**config.mk**
```make
export PLATFORM = sky130hd
export DESIGN_NAME = sha256_stream_hasher_core
export DESIGN_NICKNAME = d
export VERILOG_FILES = /design/src/rtl/core/shs_pkg.sv /design/src/rtl/core/shs_datapath.sv /design/src/rtl/core/shs_ctrl.sv /design/src/rtl/core/sha256_stream_hasher_core.sv
export SDC_FILE = /design/constraint.sdc
export NUM_CORES = 2
export LEC_CHECK = 0
export BUFFER_PORTS_ARGS = -buffer_cell sky130_fd_sc_hd__buf_2
export CAP_MARGIN = 40
export CELL_PAD_IN_SITES_DETAIL_PLACEMENT = 1
export CELL_PAD_IN_SITES_GLOBAL_PLACEMENT = 1
export CORE_MARGIN = 4
export CORE_UTILIZATION = 54
export DETAILED_ROUTE_END_ITERATION = 6
export PLACE_DENSITY = 0.85
export RECOVER_POWER = 100
export SLEW_MARGIN = 15
export SYNTH_ARGS = -nofsm -noshare
export SYNTH_HDL_FRONTEND = slang
export SYNTH_SLANG_ARGS = --single-unit
```
**constraint.sdc**
```tcl
create_clock -name aclk -period 23.5 [get_ports aclk]
set_clock_uncertainty 0.05 [all_clocks]
set_input_delay 2.35 -clock aclk [delete_from_list [all_inputs] [get_ports aclk]]
set_output_delay 2.35 -clock aclk [all_outputs]
set_load 0.02 [all_outputs]
```
**src/rtl/core/shs_pkg.sv**
```systemverilog
// shared types, constants and functions of the sha-256 stream hasher
// no dependencies; imported by shs_ctrl, shs_datapath and the top level

package shs_pkg;

    localparam int WORD_W    = 32;
    localparam int NUM_WORDS = 8;
    localparam int WIN_WORDS = 16;
    localparam int ROUNDS    = 64;
    localparam int BYTE_W    = 8;
    localparam int FILL_W    = 6;
    localparam int ROUND_W   = 6;
    localparam int IDX_W     = 3;
    localparam int COUNT_W   = 61;
    localparam int LEN_W     = 64;
    localparam int OUT_DATA_W = 40;

    localparam logic [FILL_W-1:0]  LEN_POS    = 6'd56;
    localparam logic [FILL_W-1:0]  LAST_BYTE  = 6'd63;
    localparam logic [ROUND_W-1:0] LAST_ROUND = 6'd63;
    localparam logic [IDX_W-1:0]   LAST_WORD  = 3'd7;
    localparam logic [BYTE_W-1:0]  PAD_MARK   = 8'h80;

    localparam logic KIND_BYTE = 1'b0;
    localparam logic KIND_END  = 1'b1;

    localparam logic [WORD_W-1:0] START_WORDS [NUM_WORDS] = '{
        32'h6a09e667, 32'hbb67ae85, 32'h3c6ef372, 32'ha54ff53a,
        32'h510e527f, 32'h9b05688c, 32'h1f83d9ab, 32'h5be0cd19
    };

    localparam logic [WORD_W-1:0] ROUND_K [ROUNDS] = '{
        32'h428a2f98, 32'h71374491, 32'hb5c0fbcf, 32'he9b5dba5,
        32'h3956c25b, 32'h59f111f1, 32'h923f82a4, 32'hab1c5ed5,
        32'hd807aa98, 32'h12835b01, 32'h243185be, 32'h550c7dc3,
        32'h72be5d74, 32'h80deb1fe, 32'h9bdc06a7, 32'hc19bf174,
        32'he49b69c1, 32'hefbe4786, 32'h0fc19dc6, 32'h240ca1cc,
        32'h2de92c6f, 32'h4a7484aa, 32'h5cb0a9dc, 32'h76f988da,
        32'h983e5152, 32'ha831c66d, 32'hb00327c8, 32'hbf597fc7,
        32'hc6e00bf3, 32'hd5a79147, 32'h06ca6351, 32'h14292967,
        32'h27b70a85, 32'h2e1b2138, 32'h4d2c6dfc, 32'h53380d13,
        32'h650a7354, 32'h766a0abb, 32'h81c2c92e, 32'h92722c85,
        32'ha2bfe8a1, 32'ha81a664b, 32'hc24b8b70, 32'hc76c51a3,
        32'hd192e819, 32'hd6990624, 32'hf40e3585, 32'h106aa070,
        32'h19a4c116, 32'h1e376c08, 32'h2748774c, 32'h34b0bcb5,
        32'h391c0cb3, 32'h4ed8aa4a, 32'h5b9cca4f, 32'h682e6ff3,
        32'h748f82ee, 32'h78a5636f, 32'h84c87814, 32'h8cc70208,
        32'h90befffa, 32'ha4506ceb, 32'hbef9a3f7, 32'hc67178f2
    };

    typedef enum logic [2:0] {
        ST_LOAD,
        ST_PAD,
        ST_LEN,
        ST_ROUND,
        ST_FOLD,
        ST_EMIT
    } state_t;

    typedef enum logic [1:0] {
        SRC_DATA,
        SRC_MARK,
        SRC_ZERO,
        SRC_LEN
    } byte_src_t;

    typedef struct packed {
        logic                 load_byte;
        byte_src_t            byte_src;
        logic [IDX_W-1:0]     len_idx;
        logic                 count_byte;
        logic                 round_en;
        logic [ROUND_W-1:0]   round_idx;
        logic                 fold;
        logic                 clear_chain;
        logic [IDX_W-1:0]     out_sel;
    } dp_cmd_t;

    function automatic logic [WORD_W-1:0] rotr(input logic [WORD_W-1:0] x, input int n);
        rotr = (x >> n) | (x << (WORD_W - n));
    endfunction

    function automatic logic [WORD_W-1:0] big_sigma0(input logic [WORD_W-1:0] x);
        big_sigma0 = rotr(x, 2) ^ rotr(x, 13) ^ rotr(x, 22);
    endfunction

    function automatic logic [WORD_W-1:0] big_sigma1(input logic [WORD_W-1:0] x);
        big_sigma1 = rotr(x, 6) ^ rotr(x, 11) ^ rotr(x, 25);
    endfunction

    function automatic logic [WORD_W-1:0] small_sigma0(input logic [WORD_W-1:0] x);
        small_sigma0 = rotr(x, 7) ^ rotr(x, 18) ^ (x >> 3);
    endfunction

    function automatic logic [WORD_W-1:0] small_sigma1(input logic [WORD_W-1:0] x);
        small_sigma1 = rotr(x, 17) ^ rotr(x, 19) ^ (x >> 10);
    endfunction

endpackage

```
**src/rtl/core/shs_datapath.sv**
```systemverilog
// sha-256 datapath: byte window / message schedule, working and chaining words
// depends on shs_pkg; driven by commands from shs_ctrl

module shs_datapath (
    input  logic                          aclk,
    input  logic                          aresetn,
    input  shs_pkg::dp_cmd_t              cmd,
    input  logic [shs_pkg::BYTE_W-1:0]    data_byte,
    output logic [shs_pkg::WORD_W-1:0]    digest_word
);
    import shs_pkg::*;

    logic [WORD_W-1:0]  win_reg   [WIN_WORDS];
    logic [WORD_W-1:0]  win_next  [WIN_WORDS];
    logic [WORD_W-1:0]  work_reg  [NUM_WORDS];
    logic [WORD_W-1:0]  work_next [NUM_WORDS];
    logic [WORD_W-1:0]  chain_reg [NUM_WORDS];
    logic [WORD_W-1:0]  chain_next[NUM_WORDS];
    logic [COUNT_W-1:0] count_reg;
    logic [COUNT_W-1:0] count_next;

    logic [BYTE_W-1:0]  byte_in;
    logic [LEN_W-1:0]   len_bits;
    logic [LEN_W-1:0]   len_shift;
    logic [WORD_W-1:0]  t1;
    logic [WORD_W-1:0]  t2;
    logic [WORD_W-1:0]  ch;
    logic [WORD_W-1:0]  maj;
    logic [WORD_W-1:0]  sched_word;

    // byte entering the window
    assign len_bits  = {count_reg, 3'b000};
    assign len_shift = len_bits >> {~cmd.len_idx, 3'b000};

    always_comb begin
        unique case (cmd.byte_src)
            SRC_DATA: byte_in = data_byte;
            SRC_MARK: byte_in = PAD_MARK;
            SRC_ZERO: byte_in = '0;
            SRC_LEN:  byte_in = len_shift[BYTE_W-1:0];
            default:  byte_in = '0;
        endcase
    end

    // round arithmetic
    assign ch  = (work_reg[4] & work_reg[5]) ^ (~work_reg[4] & work_reg[6]);
    assign maj = (work_reg[0] & work_reg[1]) ^ (work_reg[0] & work_reg[2])
               ^ (work_reg[1] & work_reg[2]);
    assign t1  = work_reg[7] + big_sigma1(work_reg[4]) + ch
               + ROUND_K[cmd.round_idx] + win_reg[0];
    assign t2  = big_sigma0(work_reg[0]) + maj;
    assign sched_word = small_sigma1(win_reg[14]) + win_reg[9]
                      + small_sigma0(win_reg[1]) + win_reg[0];

    // window: byte shift on load, word shift with new schedule word on a round
    always_comb begin
        for (int j = 0; j < WIN_WORDS; j++) begin
            win_next[j] = win_reg[j];
        end
        if (cmd.load_byte) begin
            for (int j = 0; j < WIN_WORDS - 1; j++) begin
                win_next[j] = {win_reg[j][WORD_W-BYTE_W-1:0],
                               win_reg[j+1][WORD_W-1 -: BYTE_W]};
            end
            win_next[WIN_WORDS-1] = {win_reg[WIN_WORDS-1][WORD_W-BYTE_W-1:0], byte_in};
        end else if (cmd.round_en) begin
            for (int j = 0; j < WIN_WORDS - 1; j++) begin
                win_next[j] = win_reg[j+1];
            end
            win_next[WIN_WORDS-1] = sched_word;
        end
    end

    // working and chaining words
    always_comb begin
        for (int j = 0; j < NUM_WORDS; j++) begin
            work_next[j]  = work_reg[j];
            chain_next[j] = chain_reg[j];
        end
        if (cmd.clear_chain) begin
            for (int j = 0; j < NUM_WORDS; j++) begin
                work_next[j]  = START_WORDS[j];
                chain_next[j] = START_WORDS[j];
            end
        end else if (cmd.fold) begin
            for (int j = 0; j < NUM_WORDS; j++) begin
                chain_next[j] = chain_reg[j] + work_reg[j];
                work_next[j]  = chain_reg[j] + work_reg[j];
            end
        end else if (cmd.round_en) begin
            work_next[7] = work_reg[6];
            work_next[6] = work_reg[5];
            work_next[5] = work_reg[4];
            work_next[4] = work_reg[3] + t1;
            work_next[3] = work_reg[2];
            work_next[2] = work_reg[1];
            work_next[1] = work_reg[0];
            work_next[0] = t1 + t2;
        end
    end

    // message byte count
    always_comb begin
        count_next = count_reg;
        if (cmd.clear_chain) begin
            count_next = '0;
        end else if (cmd.count_byte) begin
            count_next = count_reg + 1'b1;
        end
    end

    // window has no reset; it holds payload, pad and length bytes
    always_ff @(posedge aclk) begin
        for (int j = 0; j < WIN_WORDS; j++) begin
            win_reg[j] <= win_next[j];
        end
    end

    always_ff @(posedge aclk) begin
        if (!aresetn) begin
            for (int j = 0; j < NUM_WORDS; j++) begin
                work_reg[j]  <= START_WORDS[j];
                chain_reg[j] <= START_WORDS[j];
            end
            count_reg <= '0;
        end else begin
            for (int j = 0; j < NUM_WORDS; j++) begin
                work_reg[j]  <= work_next[j];
                chain_reg[j] <= chain_next[j];
            end
            count_reg <= count_next;
        end
    end

    assign digest_word = chain_reg[cmd.out_sel];

endmodule

```
**src/rtl/core/shs_ctrl.sv**
```systemverilog
// sha-256 stream hasher controller: load, padding, rounds and digest output
// depends on shs_pkg; commands shs_datapath through dp_cmd_t

module shs_ctrl (
    input  logic              aclk,
    input  logic              aresetn,
    input  logic              s_tvalid,
    input  logic              s_kind,
    output logic              s_tready,
    output logic              m_tvalid,
    input  logic              m_tready,
    output logic              m_tlast,
    output shs_pkg::dp_cmd_t  cmd
);
    import shs_pkg::*;

    state_t              state_reg, state_next;
    logic [FILL_W-1:0]   fill_reg, fill_next;
    logic [ROUND_W-1:0]  round_reg, round_next;
    logic [IDX_W-1:0]    word_reg, word_next;
    logic                long_tail_reg, long_tail_next;
    logic                pad_resume_reg, pad_resume_next;
    logic                final_reg, final_next;
    logic                s_accept;

    assign s_accept = s_tvalid && s_tready;

    // next state and counters
    always_comb begin
        state_next      = state_reg;
        fill_next       = fill_reg;
        round_next      = round_reg;
        word_next       = word_reg;
        long_tail_next  = long_tail_reg;
        pad_resume_next = pad_resume_reg;
        final_next      = final_reg;
        unique case (state_reg)
            ST_LOAD: begin
                if (s_accept) begin
                    fill_next = fill_reg + 1'b1;
                    if (s_kind == KIND_BYTE) begin
                        if (fill_reg == LAST_BYTE) begin
                            state_next = ST_ROUND;
                        end
                    end else begin
                        long_tail_next  = (fill_reg >= LEN_POS) && (fill_reg != LAST_BYTE);
                        pad_resume_next = (fill_reg == LAST_BYTE);
                        state_next      = (fill_reg == LAST_BYTE) ? ST_ROUND : ST_PAD;
                    end
                end
            end
            ST_PAD: begin
                if (long_tail_reg) begin
                    fill_next = fill_reg + 1'b1;
                    if (fill_reg == LAST_BYTE) begin
                        long_tail_next  = 1'b0;
                        pad_resume_next = 1'b1;
                        state_next      = ST_ROUND;
                    end
                end else if (fill_reg == LEN_POS) begin
                    state_next = ST_LEN;
                end else begin
                    fill_next = fill_reg + 1'b1;
                end
            end
            ST_LEN: begin
                fill_next = fill_reg + 1'b1;
                if (fill_reg == LAST_BYTE) begin
                    final_next = 1'b1;
                    state_next = ST_ROUND;
                end
            end
            ST_ROUND: begin
                round_next = round_reg + 1'b1;
                if (round_reg == LAST_ROUND) begin
                    state_next = ST_FOLD;
                end
            end
            ST_FOLD: begin
                priority if (final_reg) begin
                    word_next  = '0;
                    state_next = ST_EMIT;
                end else if (pad_resume_reg) begin
                    pad_resume_next = 1'b0;
                    state_next      = ST_PAD;
                end else begin
                    state_next = ST_LOAD;
                end
            end
            ST_EMIT: begin
                if (m_tready) begin
                    word_next = word_reg + 1'b1;
                    if (word_reg == LAST_WORD) begin
                        final_next = 1'b0;
                        state_next = ST_LOAD;
                    end
                end
            end
            default: begin
                state_next = ST_LOAD;
            end
        endcase
    end

    // commands and handshake outputs
    always_comb begin
        cmd          = '0;
        cmd.byte_src = SRC_ZERO;
        s_tready     = 1'b0;
        m_tvalid     = 1'b0;
        m_tlast      = 1'b0;
        unique case (state_reg)
            ST_LOAD: begin
                s_tready       = 1'b1;
                cmd.load_byte  = s_accept;
                cmd.count_byte = s_accept && (s_kind == KIND_BYTE);
                cmd.byte_src   = (s_kind == KIND_END) ? SRC_MARK : SRC_DATA;
            end
            ST_PAD: begin
                cmd.load_byte = long_tail_reg || (fill_reg != LEN_POS);
                cmd.byte_src  = SRC_ZERO;
            end
            ST_LEN: begin
                cmd.load_byte = 1'b1;
                cmd.byte_src  = SRC_LEN;
                cmd.len_idx   = fill_reg[IDX_W-1:0];
            end
            ST_ROUND: begin
                cmd.round_en  = 1'b1;
                cmd.round_idx = round_reg;
            end
            ST_FOLD: begin
                cmd.fold = 1'b1;
            end
            ST_EMIT: begin
                m_tvalid        = 1'b1;
                m_tlast         = (word_reg == LAST_WORD);
                cmd.out_sel     = word_reg;
                cmd.clear_chain = m_tready && (word_reg == LAST_WORD);
            end
            default: begin
                cmd.byte_src = SRC_ZERO;
            end
        endcase
    end

    always_ff @(posedge aclk) begin
        if (!aresetn) begin
            state_reg      <= ST_LOAD;
            fill_reg       <= '0;
            round_reg      <= '0;
            word_reg       <= '0;
            long_tail_reg  <= 1'b0;
            pad_resume_reg <= 1'b0;
            final_reg      <= 1'b0;
        end else begin
            state_reg      <= state_next;
            fill_reg       <= fill_next;
            round_reg      <= round_next;
            word_reg       <= word_next;
            long_tail_reg  <= long_tail_next;
            pad_resume_reg <= pad_resume_next;
            final_reg      <= final_next;
        end
    end

endmodule

```
**src/rtl/core/sha256_stream_hasher_core.sv**
```systemverilog
// a message byte is loaded into the window; the 64th byte of a block starts a compression
//   (64 rounds of the single round unit plus one fold of the chaining words)
// end item: zero bytes, one per cycle, up to the length field, then a turn without a load,
//   eight length bytes, one or two compressions, eight digest beats, one per cycle if ready
// no new byte is taken while a block is being compressed by the shared round unit
// reset: aresetn synchronous active low, loads the initial hash values, clears counters
module sha256_stream_hasher_core (
    input  logic        aclk,
    input  logic        aresetn,
    input  logic        s_tvalid,
    output logic        s_tready,
    input  logic [7:0]  s_tdata,   // [7:0] data_byte
    input  logic        s_tuser,   // [0] kind
    output logic        m_tvalid,
    input  logic        m_tready,
    output logic [39:0] m_tdata,   // [31:0] digest_word, [34:32] word_index, zero fill
    output logic        m_tlast    // last_word
);
    import shs_pkg::*;

    dp_cmd_t            cmd;
    logic [WORD_W-1:0]  digest_word;

    shs_ctrl u_ctrl (
        .aclk     (aclk),
        .aresetn  (aresetn),
        .s_tvalid (s_tvalid),
        .s_kind   (s_tuser),
        .s_tready (s_tready),
        .m_tvalid (m_tvalid),
        .m_tready (m_tready),
        .m_tlast  (m_tlast),
        .cmd      (cmd)
    );

    shs_datapath u_datapath (
        .aclk        (aclk),
        .aresetn     (aresetn),
        .cmd         (cmd),
        .data_byte   (s_tdata),
        .digest_word (digest_word)
    );

    // pack result beat
    assign m_tdata = {{(OUT_DATA_W - WORD_W - IDX_W){1'b0}}, cmd.out_sel, digest_word};

endmodule

```
* Word level (Yosys, flattened, before mapping)
Memory sizes are Yosys's and may differ from the RTL's.
Cells that the tools add are included.
** Storage, ports and cells
- Input port bits :: 13
- Word-level logic and storage cells :: 201
- Memories :: 4
- Bits in writable memories :: 1024
- Register bits after elaboration :: 82
- ROM bits :: 2048
** Cells by class
- Bitwise operators :: 47
- Reduce and logical (&&, ||, !) cells :: 19
- Multiplexer cells :: 72
- Equality and inequality tests :: 26
- Shift operators :: 1
- Magnitude comparators :: 2
- Add/subtract/negate cells :: 22
** Memory list
- (no name shown) :: words 64, bits a word 32, rd ports 1, clocked after memory_dff 0, write ports 0, RTL line shs_datapath.sv:50 : + ROUND_K[cmd.round_idx] + win_reg[0];
- u_datapath.win_reg :: words 16, bits a word 32, rd ports 16, clocked after memory_dff 0, write ports 16, RTL line shs_datapath.sv:13 : logic [WORD_W-1:0] win_reg [WIN_WORDS];
- u_datapath.chain_reg :: words 8, bits a word 32, rd ports 9, clocked after memory_dff 0, write ports 8, RTL line shs_datapath.sv:17 : logic [WORD_W-1:0] chain_reg [NUM_WORDS];
- u_datapath.work_reg :: words 8, bits a word 32, rd ports 8, clocked after memory_dff 0, write ports 8, RTL line shs_datapath.sv:15 : logic [WORD_W-1:0] work_reg [NUM_WORDS];
** Operators by type and width (number)
- 256-bit two-way mux :: 5
- 512-bit two-way mux :: 2
- 32-bit adder :: 18
- 32-bit two-way mux :: 18
- 32-bit bitwise XOR :: 9
- 32-bit bitwise AND :: 5
- 64-bit by 6-bit >> shifter with 8-bit output :: 1
- 61-bit by 1-bit adder with 61-bit output (second input constant) :: 1
- 3-bit two-way mux :: 12
- 32-bit inverter :: 1
- 10-bit by 32-bit bitwise OR with 32-bit output :: 1
- 13-bit by 32-bit bitwise OR with 32-bit output :: 1
- 14-bit by 32-bit bitwise OR with 32-bit output :: 1
- 15-bit by 32-bit bitwise OR with 32-bit output :: 1
- 19-bit by 32-bit bitwise OR with 32-bit output :: 1
- 21-bit by 32-bit bitwise OR with 32-bit output :: 1
- 25-bit by 32-bit bitwise OR with 32-bit output :: 1
- 26-bit by 32-bit bitwise OR with 32-bit output :: 1
- 30-bit by 32-bit bitwise OR with 32-bit output :: 1
- 7-bit by 32-bit bitwise OR with 32-bit output :: 1
- 8-bit one-hot mux with 4 select lines :: 1
- 32-bit by 22-bit bitwise XOR with 32-bit output :: 1
- 32-bit by 29-bit bitwise XOR with 32-bit output :: 1
- 1-bit two-way mux :: 20
- 40 further kinds :: 84

* Logic depth before layout (Yosys ltp)
- Depth in word-level cells :: 13
- Depth in mapped cells :: 45
- Gate-level depth less buffers :: 42

* Cells and area by module
From an unflattened synthesis, not the netlist that was laid out.
** Unflattened totals
- Cells, all modules :: 7559
- Area, all modules :: 74300.0 um2
** By module, submodules not included
- shs_datapath :: cells an instance 7399, times used 1, sequential area each 26845.7 um2, area each 73015.0 um2
- shs_ctrl :: cells an instance 154, times used 1, sequential area each 420.4 um2, area each 1243.7 um2
- sha256_stream_hasher_core :: cells an instance 6, times used 1, sequential area each 0.0 um2, area each 41.3 um2

* Worst setup path after synthesis
Ideal clock, no wire load.
- Path kind :: input -> register
- Start :: input port s_tvalid
- End :: memory u_datapath.win_reg[0][0], enable pin
- Cell stages on the path :: 6
- Data required time :: 19.818 ns
- Data arrival time :: 11.710 ns
- Setup slack :: 8.107 ns
- Cell sequence :: o21ai_0 a21o_1 clkbuf_1 clkbuf_1 clkbuf_1 nand2_1
** RTL lines
- start: declaration :: RTL line sha256_stream_hasher_core.sv:10 : input logic s_tvalid,
- end: declaration :: RTL line shs_datapath.sv:13

==> flow_summary.toml <==
[cells_and_area]
final_nets = 9431
num-fill-cells = 16380
stdcell_area_um2 = 80380
regArea_um2 = 27270
drive_gt1_share_pct = 4.689
multi_input_area_um2 = 44240
area_growth_pct = 7.568
post-route-util_pct = 58.46
largest_register_ffs = 512

[grt]
grt_usage_pct = 37.61
antenna_found_initial = 2
overflow = 0
grt_max_degree = 175
grt_pass1_wl_um = 424200
grt_pass1_vias = 70340

[die]
die_y_um = 380
die-width_um = 380
rows = 136
fp.coreArea_um2 = 137500
die-area_um2 = 144400
start_util_pct = 54.35
ios = 56

[synth]
synth.avg_cell_area_um2 = 8.220
netlist.area_leader.share_pct = 20.57
syn_inst = 9091
ys_types = 96
synth_edf_count = 512
synth-seq-cells = 1106
ys_top_cells_by_area = "edfxtp_1 (21%), dfxtp_1 (16%), nand2_1 (12%)"
ys.flop_type = "dfxtp_1"
synth.most_common_cell = "nand2_1"
yosysTopAreaCell = "edfxtp_1"
synth_commonest_cells = "nand2_1 (2424), a21oi_1 (647), dfxtp_1 (594)"
synth.cell_area_um2 = 74730
synth-async-reset-ratio_pct = 0
yosysSeqAreaShare_pct = 36.49
ys_warn_count = 0

[detailed_routing]
vias = 68310
wl_per_cell_um = 26.01
drc = 0
drt-pass1-iter-count = 5
ant_nets = 0
totalWireLength_um = 279100
drt-vias-per-instance = 6.366
first_iter_violations = 6573

[timing]
setup_slack_ps = 8232
hold_violations = 0
finalSetupViolations = 0
max_freq_mhz = 65.50
rsz0062_at_grt = "false"
tns_ps = 0
post-route-period-util_pct = 64.97
worst_pin_slew_ps = 9155
finalMaxSlewViolations = 2066
min_period_ps = 15270
worst_slew_margin_rel_pct = -510.3

[placement]
placed_area_um2 = 76280
io_buffers = 50
hpwl_um = 202500
place_worst_setup_slack_ps = 11700
place.gp.congestion = 1.015

[clock_network]
post-cts-setup-buffers = 0
numCtsBuffers = 133
insertion_delay_ps = 810
cts_tree = "done"
cts.sinks = 1106
ctsResizeCount = 0
clk_path_buf_depth = 3
hold_buffers = 0
cts-root-buf = "clkbuf_16"
htreeDepth = 4
cts.clk_slew.worst_paths_ps = 60

[critical_path]
worstPathRequired_ps = 24100
path_class = "in2reg"
cp.arrival_ps = 15870
worst_path_max_delay_cell = "clkbuf_1"
worst_setup_path_start_kind = "input pin"
slowest_delay_ps = 2560
regToRegSetupSlack_ps = 8930
setup.worst_path.end_class = "flip-flop"
cp_cell_sequence = "clkbuf_1 > o21ai_0 > a21oi_1 > clkbuf_1 > clkbuf_1 > clkbuf_1 > clkbuf_1 > clkbuf_1 > clkbuf_1 > clkbuf_1 > clkbuf_1 > nand2_1 > nand2_1"
crit_top_cell = "clkbuf_1"
crit_fanout = 77

[status]
status = "complete, but fails checks"
violations = "max-capacitance violations, max-slew violations"

[run]
cap_violations = 34

[min_path]
hold_path.class = "reg2reg"
stage by stage:
step | instances | hold WS, ps
2_1_floorplan | 9095 | 386.6
3_3_place_gp | 10460 | 399.2
6_report | 10730 | 418.3
4_1_cts | 10720 | 420.2
3_5_place_dp | 10480 | 410.6
5_1_grt | 10730 | 437.5
worst max-delay path, delay by kind of cell:
kind | cells | cell delay, ps
AND/OR/NAND/NOR | 2 | 420
buffers and inverters | 9 | 11960
AO/OA/AOI/OAI | 2 | 880
kinds of logic after synthesis:
logic type | Yosys count | share of synthesized area [%]
flops | 1106 | 36.49
fa+ha+maj | 613 | 12.14
compound gates | 2064 | 17.13
other cells | 1 | 0.005018
xor+xnor | 626 | 7.337
buf+inv | 869 | 4.427
mux | 149 | 2.080
simple gates | 3663 | 20.40
cell usage in the layout, fill, tap and decap left out, types with 99 or more instances in the layout:
cell,count
nand2_1,2420
a21oi_1,647
dfxtp_1,591
nor2_1,573
o21ai_0,533
edfxtp_1,512
xnor2_1,439
ha_1,394
inv_1,283
fa_1,195
xor2_1,187
a21o_1,180
nand3_1,176
clkbuf_16,135
mux2i_1,117
clkbuf_1,112
a211oi_1,99
path summary, 6_finish.rpt:
check	cells past startpoint	to	from
min reg2reg	2	u_datapath.chain_reg[0][25]	u_datapath.chain_reg[0][25]
min	2	u_datapath.chain_reg[0][25]	u_datapath.chain_reg[0][25]
max reg2reg	15	u_datapath.win_reg[0][62]	u_ctrl.fill_reg[1]
max	13	u_datapath.win_reg[0][62]	s_tvalid
layer usage:
metal	global-route usage (%)	up-vias	share of wire, %
li1	-	30690	-
met1	49.15	34300	41
met2	60.76	2595	46
met3	6.169	728	7.3
met4	18.71	2	5.9
met5	0	-	0.0039
layout make-up:
type	instances	area share, %
clock inverters	57	0.7549
multi-input cells	7120	55.03
clock buffers	185	4.612
repair buffers	181	1.538
diodes	1	0.003113
well taps	1794	2.792
flip-flops and latches	1106	33.92
inverters	287	1.342
Power is not shown: default switching activity piles up to over one toggle a cycle in this logic, so the estimate is an artifact.
